**config.mk**
```make
export PLATFORM = sky130hd
export DESIGN_NAME = hhct_ram
export DESIGN_NICKNAME = d
export VERILOG_FILES = /design/src/hhct_ram.sv
export SDC_FILE = /design/constraint.sdc
export NUM_CORES = 1
export LEC_CHECK = 0
export ABC_AREA = 1
export BUFFER_PORTS_ARGS = -buffer_cell sky130_fd_sc_hd__buf_2
export CORE_ASPECT_RATIO = 0.75
export CORE_UTILIZATION = 27
export CTS_CLUSTER_DIAMETER = 150
export DETAILED_ROUTE_END_ITERATION = 16
export GPL_TIMING_DRIVEN = 0
export PLACE_DENSITY = 0.5
export SLEW_MARGIN = 20
export SYNTH_ARGS = -nofsm -noshare
export SYNTH_HDL_FRONTEND = slang
export SYNTH_SLANG_ARGS = --single-unit
```
**constraint.sdc**
```tcl
create_clock -name clk -period 1.52 [get_ports clk]
set_input_delay 0.304 -clock clk [delete_from_list [all_inputs] [get_ports clk]]
set_output_delay 0.304 -clock clk [all_outputs]
set_load 0.01 [all_outputs]
```
**src/hhct_ram.sv**
```systemverilog
// generic single-write, single-read ram with registered read data
`default_nettype none
module hhct_ram #(
  parameter int unsigned WIDTH = 8,
  parameter int unsigned DEPTH = 16
) (
  input  wire logic                     clk,
  input  wire logic                     we,
  input  wire logic [$clog2(DEPTH)-1:0] waddr,
  input  wire logic [WIDTH-1:0]         wdata,
  input  wire logic [$clog2(DEPTH)-1:0] raddr,
  output logic      [WIDTH-1:0]         rdata
);

  logic [WIDTH-1:0] mem [DEPTH];

  always_ff @(posedge clk) begin
    if (we) begin
      mem[waddr] <= wdata;
    end
    rdata <= mem[raddr];
  end

endmodule
`default_nettype wire

```
After elaboration in Yosys (flattened, before gate mapping)
Memory sizes are Yosys's and may differ from the RTL's. A register that Yosys moved wholly into a read port is not among the register bits.
Cells that the tools add are included.
Storage, ports and cells
  register bits: 0
  latch bits: 0
  bits in writable memories: 128
  memory bits (read-only): 0
  bits of input ports: 18
  logic and storage cells: 3
  memories: 1
Operators by class
  add/sub/neg operators: 0
  multipliers: 0
  divide/modulo/power cells: 0
  order comparisons: 0
  eq/ne operators: 0
  shift operators: 0
  muxes and demuxes: 2
  bitwise operators: 0
  reductions and logical operators: 0
Memories
  mem: depth 16, width 8, rd ports 1, clocked after Yosys merged registers in 1, wr ports 1, line 15  | logic [WIDTH-1:0] mem [DEPTH];
Operator list (number)
  two-way mux 1 bit: 2

Longest topological paths before layout
Gate-level depths: netlist of the first run.
  word-level depth: 2
  depth in mapped cells: 8
  depth with buffers taken out: 7

Worst setup path before layout of the first run
OpenSTA, ideal clock, no wires.
  path kind: input to register
  start: input port waddr[2]
  end: memory mem[10][0] (enable)
  data arrival time: 885 ps
  path slack: 265 ps
  stages: 2
  buffers on the path: 0
  cells stage by stage: nand3b_1 > nor2_1
RTL lines
  start: declaration: line 9  | input wire logic [$clog2(DEPTH)-1:0] waddr,
  end: declaration: line 15
No word-level cell before the write port.

Worst setup path in the final report of the first run
  start: input port waddr[3]
  end: memory mem[5][7] (enable)
No word-level cell before the write port.

==> results of run 1 <==
[path summary, 6_finish.rpt]
path | endpoint | cells past startpoint | slack, ns
max | mem[5][7]$_DFFE_PP_ | 3 | 0.11
min | mem[2][2]$_DFFE_PP_ | 1 | 0.30
max reg2reg | rdata[6]$_DFF_P_ | 6 | 0.36
min reg2reg | rdata[2]$_DFF_P_ | 6 | 0.68
[critical path: stages]
cell	delay, ns
buf_2	0.12
nand3b_1	0.27
nor2_1	0.76
[state kept, by name, indices dropped and copies added, names as in the netlist]
| register | flops |
|---|---|
| mem | 128 |
| rdata | 8 |
[cells in the final DEF (no fill, tap or decap)]
cell type,instances
buf_1,1
clkinv_2,3
nand2_1,173
nor2_1,17
edfxtp_1,128
clkinvlp_4,3
dfxtp_1,8
buf_6,6
nand3_1,97
nand3b_1,2
clkbuf_16,17
clkbuf_8,1
clkinv_4,1
bufinv_16,5
buf_4,4
buf_2,35
inv_1,100
clkinv_1,2
inv_2,2
[through the flow]
stage               std cells  power [mW]
floorplan                 551       4.598
global placement          855       4.857
detailed placement        855       4.865
CTS                       887       9.331
global route              887       9.530
finish                    887       9.285
[metal layers]
metal / GRT usage / routed length (um) / part of all wire / vias up
li1: - / - / - / 1855
met1: 0.2237 / 7768 / 0.51 / 1864
met2: 0.2060 / 6126 / 0.40 / 138
met3: 0.03722 / 1026 / 0.067 / 18
met4: 0.05776 / 286 / 0.019 / 0
met5: 0 / 0 / 0 / -
[cell type report]
| type | count | area [sq um] | share of cell area |
|---|---|---|---|
| Tap cell | 282 | 352.8 | 0.05134 |
| Inverter | 102 | 382.9 | 0.05571 |
| Sequential cell | 136 | 4004 | 0.5826 |
| Clock inverter | 14 | 203.9 | 0.02967 |
| Clock buffer | 18 | 439.2 | 0.06390 |
| Multi-Input combinational cell | 289 | 1214 | 0.1766 |
| Buffer | 24 | 166.4 | 0.02421 |
| Timing Repair Buffer | 22 | 110.1 | 0.01602 |
[cells by family after synthesis]
logic type,after synthesis,synth area share
buffers and inverters,126,0.09525
DFF,136,0.6943
and+or+nand+nor,289,0.2105
[power by group]
group | internal [mW] | switching [mW]
Sequential | 4.19 | 0.0202
Clock | 2.93 | 1.57
Combinational | 0.161 | 0.414
Total | 7.28 | 2.00
==> qor.yml, run 1 <==
clocking:
  cts_tree: "built"
  cts_buffer_depth: 2
  cts_root_buf: "clkbuf_16"
  htreeDepth: 4
  insertion_delay_ns: 0.42
  cts.sinks: 136
  clk_pin_slew_ns: 0.06
  postCtsSetupBuffers: 0
  cts-resized-gates: 0
  cts_buffers: 17
  hold_buffers: 0
drt:
  vias: 3875
  routed_wirelength_mm: 15.21
  drc: 0
  drt_first_pass_iters: 5
  drt_iter0_markers: 355
  via_per_inst: 4.369
  ant_nets: 0
  wl_per_cell_um: 17.15
timing:
  hold-worst-slack_ns: 0.2957
  finalHoldViolCount: 0
  setup_tns_ns: 0
  slew_violations: 0
  min_period_over_period: 0.9245
  setup_viol: 0
  setup_ws_ns: 0.1148
  finClkSkew_ns: 0.004376
  period_minus_slack_ns: 1.405
  rsz0062_at_grt: "false"
  max_slew.worst_pin.slew_ns: 0.9203
  max_slew_margin: 0.3842
  clock.fmax_ghz: 0.7116
power_and_ir_drop:
  ir_drop_mv: 0.7457
  leakagePower_nw: 2.918
  powerDensity_mw_per_mm2: 1351
layout:
  area_growth_pct: 19.18
  fin_util: 0.3335
  drive_above_1_share: 0.1273
  fillers: 2092
  final_nets: 610
  postLayoutCellArea_sq_mm: 0.006873
  antenna_cells: 0
floorplan:
  num_rows: 45
  dieHeight_um: 128.6
  core_sq_mm: 0.02061
  start_util: 0.2798
  dieArea_sq_mm: 0.02195
  die_w_um: 170.8
  ios: 26
synth:
  netlist_top_cells_count: "173 x nand2_1, 128 x edfxtp_1, 100 x inv_1"
  synth_most_common_cell: "nand2_1"
  yosys.area.top_type: "edfxtp_1"
  synth-seq-area-share: 0.6943
  syn-cell-area_sq_mm: 0.005767
  synth_edf_count: 128
  synth_cell_types: 12
  synth_cells: 551
  ys_ff_latch: 136
  ys_warn_count: 0
  synth_top_area_frac: 0.6665
  synth_fp_nets: 569
  synth_ff_type: "edfxtp_1"
  async_flop_share: 0
  synth_area_leaders: "edfxtp_1 67%, nand2_1 11%, nand3_1 8.4%"
  syn_area_per_cell_sq_um: 10.47
global_route:
  grt_overflow: 0
  first_global_vias: 3790
  antenna_found_initial: 0
  grt_pass1_wl_mm: 22.87
  grt_usage: 0.1500
  grt_max_degree: 17
setup_path:
  crit_required_ns: 1.57
  crit_arrival_ns: 1.45
  r2r_start: "mem[0][6]$_DFFE_PP_"
  worst-setup-path-type: "in -> reg"
  crit_path_max_fanout: 8
  end_kind: "flip-flop"
  start_kind: "primary input"
  critPathLaunch: "waddr[3]"
job:
  max-cap-violations: 0
placed_design:
  hpwl_mm: 10.27
  io_buffers: 22
  place_ws_ns: -0.3221
  gp_congestion: 0.8645
  place_area_sq_mm: 0.006230
status:
  status: "finished, final reports clean"
min_path:
  worstHoldPathType: "in -> reg"
  hp-start: "wdata[2]"
No activity file was read; power rests on OpenSTA's default activity.
==> run 2, diff against run 1 <==
Settings changed: CORE_UTILIZATION 27 to 61, PLACE_DENSITY 0.5 to 0.88.
==> qor.yml, run 2 (synthesis results as in run 1) <==
placed_design:
  hpwl_mm: 8.771
  io_buffers: 22
  gp_congestion: 0.8870
global_route:
  met2_usage: 0.4369
  grt_pass1_wl_mm: 20.32
  grt_max_degree: 17
  busiest_layer: "met2"
  first_global_vias: 3739
  met3_usage: 0.1042
  grt_usage: 0.2997
  met1_usage: 0.4194
  grt_overflow: 0
  antenna_found_initial: 0
clocking:
  cts.sinks: 136
  cts_buffers: 17
  cts-resized-gates: 0
  postCtsSetupBuffers: 0
  clk_pin_slew_ns: 0.06
  hold_buffers: 0
  cts_tree: "built"
  cts_root_buf: "clkbuf_16"
  insertion_delay_ns: 0.42
  htreeDepth: 4
  cts_buffer_depth: 2
drt:
  drc: 0
  wl_per_cell_um: 18.45
  vias: 3994
  ant_nets: 0
  drt_iter0_markers: 600
  drt_first_pass_iters: 5
  routed_wirelength_mm: 13.52
  via_per_inst: 5.449
setup_path:
  cp_cell_sequence: "buf_2 -> nand3b_1 -> nor2_1"
  worst-setup-path-type: "in -> reg"
  slowest_delay_ns: 0.80
  crit_required_ns: 1.57
  end_kind: "flip-flop"
  slowest_stage: "nor2_1"
  start_kind: "primary input"
  crit_arrival_ns: 1.44
  reg2reg_depth: 6
  crit_path_max_fanout: 8
  r2r_setup_slack_ns: 0.46
floorplan:
  die_w_um: 114.3
  num_rows: 30
  ios: 26
  dieHeight_um: 86.21
  core_sq_mm: 0.009121
  dieArea_sq_mm: 0.009851
  start_util: 0.6322
layout:
  regArea_sq_mm: 0.004004
  drive_above_1_share: 0.1273
  final_nets: 610
  fillers: 623
  most-common-layout-cells: "173 x nand2_1, 128 x edfxtp_1, 100 x inv_1, 97 x nand3_1, 35 x buf_2"
  area_growth_pct: 14.88
  reg_top3: "mem: 128 flops, rdata: 8 flops"
  multiInputGateArea_sq_mm: 0.001214
  largest_reg_flops: 128
  final_common_cell: "nand2_1"
  regMostFlops: "mem"
  antenna_cells: 0
status:
  status: "finished, final reports clean"
timing:
  min_period_over_period: 0.9188
  hold-worst-slack_ns: 0.2818
  finalHoldViolCount: 0
  max_slew.worst_pin.slew_ns: 1.007
  setup_tns_ns: 0
  rsz0062_at_grt: "false"
  finClkSkew_ns: 0.01043
  clock.fmax_ghz: 0.7160
  setup_viol: 0
  slew_violations: 0
  period_minus_slack_ns: 1.397
  max_slew_margin: 0.3263
min_path:
  hold_depth: 1
  worstHoldPathType: "in -> reg"
power_and_ir_drop:
  powerDensity_mw_per_mm2: 1336
  leakagePower_nw: 2.893
  ir_drop_mv: 1.584
job:
  max-cap-violations: 0
-- run 2: cell count changes in the layout (fill, tap and decap cells not counted) --
cell and change:
bufinv_16 -2, clkbuf_1 +2, clkbuf_8 -1, clkinv_1 -2, clkinv_2 +2, clkinv_4 +1
-- run 2: where the power goes --
part / switching [mW] / leakage [nW] / total, mW / internal, mW
Clock: 1.52 / 0.282 / 4.08 / 2.56
Combinational: 0.395 / 1.39 / 0.556 / 0.161
Sequential: 0.0225 / 1.22 / 4.22 / 4.19
-- run 2: cell type report --
class	count	area share
repair buffers	22	0.01662
multi-input cells	289	0.1832
clock inverters	13	0.02342
flip-flops and latches	136	0.6043
well taps	128	0.02417
clock buffers	19	0.06534
plain buffers	24	0.02512
inverters	102	0.05779
-- run 2: per-layer routing --
layer / part of all wire / vias to the layer above
met5: 0 / -
met4: 0.017 / 0
met3: 0.14 / 19
met2: 0.44 / 274
met1: 0.40 / 1844
li1: - / 1857
-- run 2: critical path: cells and delay by family --
kind,cells,cell delay [ns]
and+or+nand+nor,2,1.02
buffers and inverters,1,0.12
-- run 2: path summary, 6_finish.rpt --
path / startpoint / to
max reg2reg: mem[10][4]$_DFFE_PP_ / rdata[4]$_DFF_P_
min reg2reg: mem[4][0]$_DFFE_PP_ / rdata[0]$_DFF_P_
max: waddr[3] / mem[6][0]$_DFFE_PP_
min: wdata[2] / mem[8][2]$_DFFE_PP_
-- run 2: stage by stage --
| stage | worst slack [ns] | cells | total power, mW | instance area [sq um] | utilization |
|---|---|---|---|---|---|
| 2_1_floorplan | 0.2652 | 551 | 4.598 | 5767 | - |
| 3_3_place_gp | -0.2182 | 701 | 4.808 | 6037 | 0.6619 |
| 3_5_place_dp | -0.2683 | 701 | 4.831 | 6037 | 0.6619 |
| 4_1_cts | 0.1563 | 733 | 8.830 | 6625 | 0.7263 |
| 5_1_grt | 0.09268 | 733 | 9.059 | 6625 | 0.7263 |
| 6_report | 0.1234 | 733 | 8.849 | 6625 | 0.7263 |
==> run 3, diff against run 2 <==
Settings changed: PLACE_DENSITY 0.88 to 0.79.
==> qor.yml, run 3 (synthesis results as in run 1) <==
drt:
  drc: 0
  ant_nets: 0
  vias: 4004
  wl_per_cell_um: 18.92
  routed_wirelength_mm: 13.85
  drt_iter0_markers: 484
  drt_first_pass_iters: 5
  via_per_inst: 5.470
layout:
  final_common_cell: "nand2_1"
  area_growth_pct: 15.21
  fin_util: 0.7284
  most-common-layout-cells: "173 x nand2_1, 128 x edfxtp_1, 100 x inv_1, 97 x nand3_1, 35 x buf_2"
  regMostFlops: "mem"
  postLayoutCellArea_sq_mm: 0.006644
  drive_above_1_share: 0.1242
  antenna_cells: 0
  largest_reg_flops: 128
  final_nets: 610
  fillers: 630
  reg_top3: "mem: 128 flops, rdata: 8 flops"
global_route:
  grt_usage: 0.3061
  first_global_vias: 3741
  antenna_found_initial: 0
  grt_pass1_wl_mm: 20.66
  grt_max_degree: 17
  grt_overflow: 0
clocking:
  htreeDepth: 4
  cts_buffer_depth: 2
  hold_buffers: 0
  cts.sinks: 136
  cts_tree: "built"
  clk_pin_slew_ns: 0.06
  cts-resized-gates: 0
  postCtsSetupBuffers: 0
  cts_buffers: 17
  cts_root_buf: "clkbuf_16"
  insertion_delay_ns: 0.42
timing:
  setup_viol: 0
  finClkSkew_ns: 0.004584
  max_slew.worst_pin.slew_ns: 1.038
  finalHoldViolCount: 0
  max_slew_margin: 0.3055
  min_period_over_period: 0.8902
  rsz0062_at_grt: "false"
  period_minus_slack_ns: 1.353
  slew_violations: 0
  clock.fmax_ghz: 0.7390
setup_path:
  end_kind: "flip-flop"
  r2r-end: "rdata[3]$_DFF_P_"
  crit_required_ns: 1.56
  crit_path_max_fanout: 8
  r2r_setup_slack_ns: 0.48
  crit_arrival_ns: 1.39
  critPathLaunch: "waddr[2]"
  critical_path.endpoint: "mem[10][0]$_DFFE_PP_"
  start_kind: "primary input"
  r2r_start: "mem[3][3]$_DFFE_PP_"
  worst-setup-path-type: "in -> reg"
  reg2reg_depth: 6
placed_design:
  hpwl_mm: 8.742
  io_buffers: 22
  place_area_sq_mm: 0.006037
  gp_congestion: 0.9077
floorplan:
  core_sq_mm: 0.009121
  start_util: 0.6322
  num_rows: 30
  dieArea_sq_mm: 0.009851
  ios: 26
  dieHeight_um: 86.21
  die_w_um: 114.3
min_path:
  hold_depth: 1
  worstHoldPathType: "in -> reg"
job:
  max-cap-violations: 0
power_and_ir_drop:
  leakagePower_nw: 2.898
  ir_drop_mv: 1.008
  powerDensity_mw_per_mm2: 1354
status:
  status: "finished, final reports clean"
==> run 3: worst min-delay path by stage <==
stage / start / endpoint / slack (ns)
floorplan: wdata[0] / mem[0][0]$_DFFE_PP_ / 0.40
global placement: mem[6][4]$_DFFE_PP_ / rdata[4]$_DFF_P_ / 0.67
detailed placement: mem[12][5]$_DFFE_PP_ / rdata[5]$_DFF_P_ / 0.68
CTS: wdata[7] / mem[11][7]$_DFFE_PP_ / 0.29
global route: wdata[7] / mem[3][7]$_DFFE_PP_ / 0.30
finish: wdata[4] / mem[5][4]$_DFFE_PP_ / 0.30
==> run 3: per-layer routing <==
metal | global-route usage | share of wire | vias to the layer above
met2 | 0.4523 | 0.45 | 265
li1 | - | - | 1854
met1 | 0.4369 | 0.41 | 1864
met4 | 0.1051 | 0.015 | 0
met3 | 0.09510 | 0.12 | 21
met5 | 0 | 0 | -
==> run 3: final cells by class <==
class	instances	area [sq um]	share of cell area
buffer	24	166.4	0.02505
inverter	102	382.9	0.05763
timing repair buffer	22	110.1	0.01657
tap	128	160.2	0.02411
multi-input combinational	289	1214	0.1827
clock buffer	17	425.4	0.06403
clock inverter	14	181.4	0.02731
sequential	136	4004	0.6026
==> run 3: through the flow <==
stage               cells  hold WS [ns]  setup TNS [ns]  worst slack [ns]  total power [mW]
CTS                   732        0.2923               0            0.1731             8.997
global route          732        0.2976               0           0.09384             9.193
floorplan             551        0.4029               0            0.2652             4.598
detailed placement    701        0.6833          -20.70           -0.2662             4.835
finish                732        0.3022               0            0.1668             8.996
global placement      701        0.6714          -17.32           -0.2367             4.816
==> run 3: power breakdown <==
group	internal, mW	switching, mW	leakage (nW)	total [mW]
clock	2.71	1.51	0.288	4.22
combinational	0.161	0.399	1.39	0.560
sequential	4.19	0.0206	1.22	4.21
==> run 3: worst max-delay path, cell delays in order <==
cell      delay, ns
buf_2          0.12
nand3b_1       0.22
nor2_1         0.75
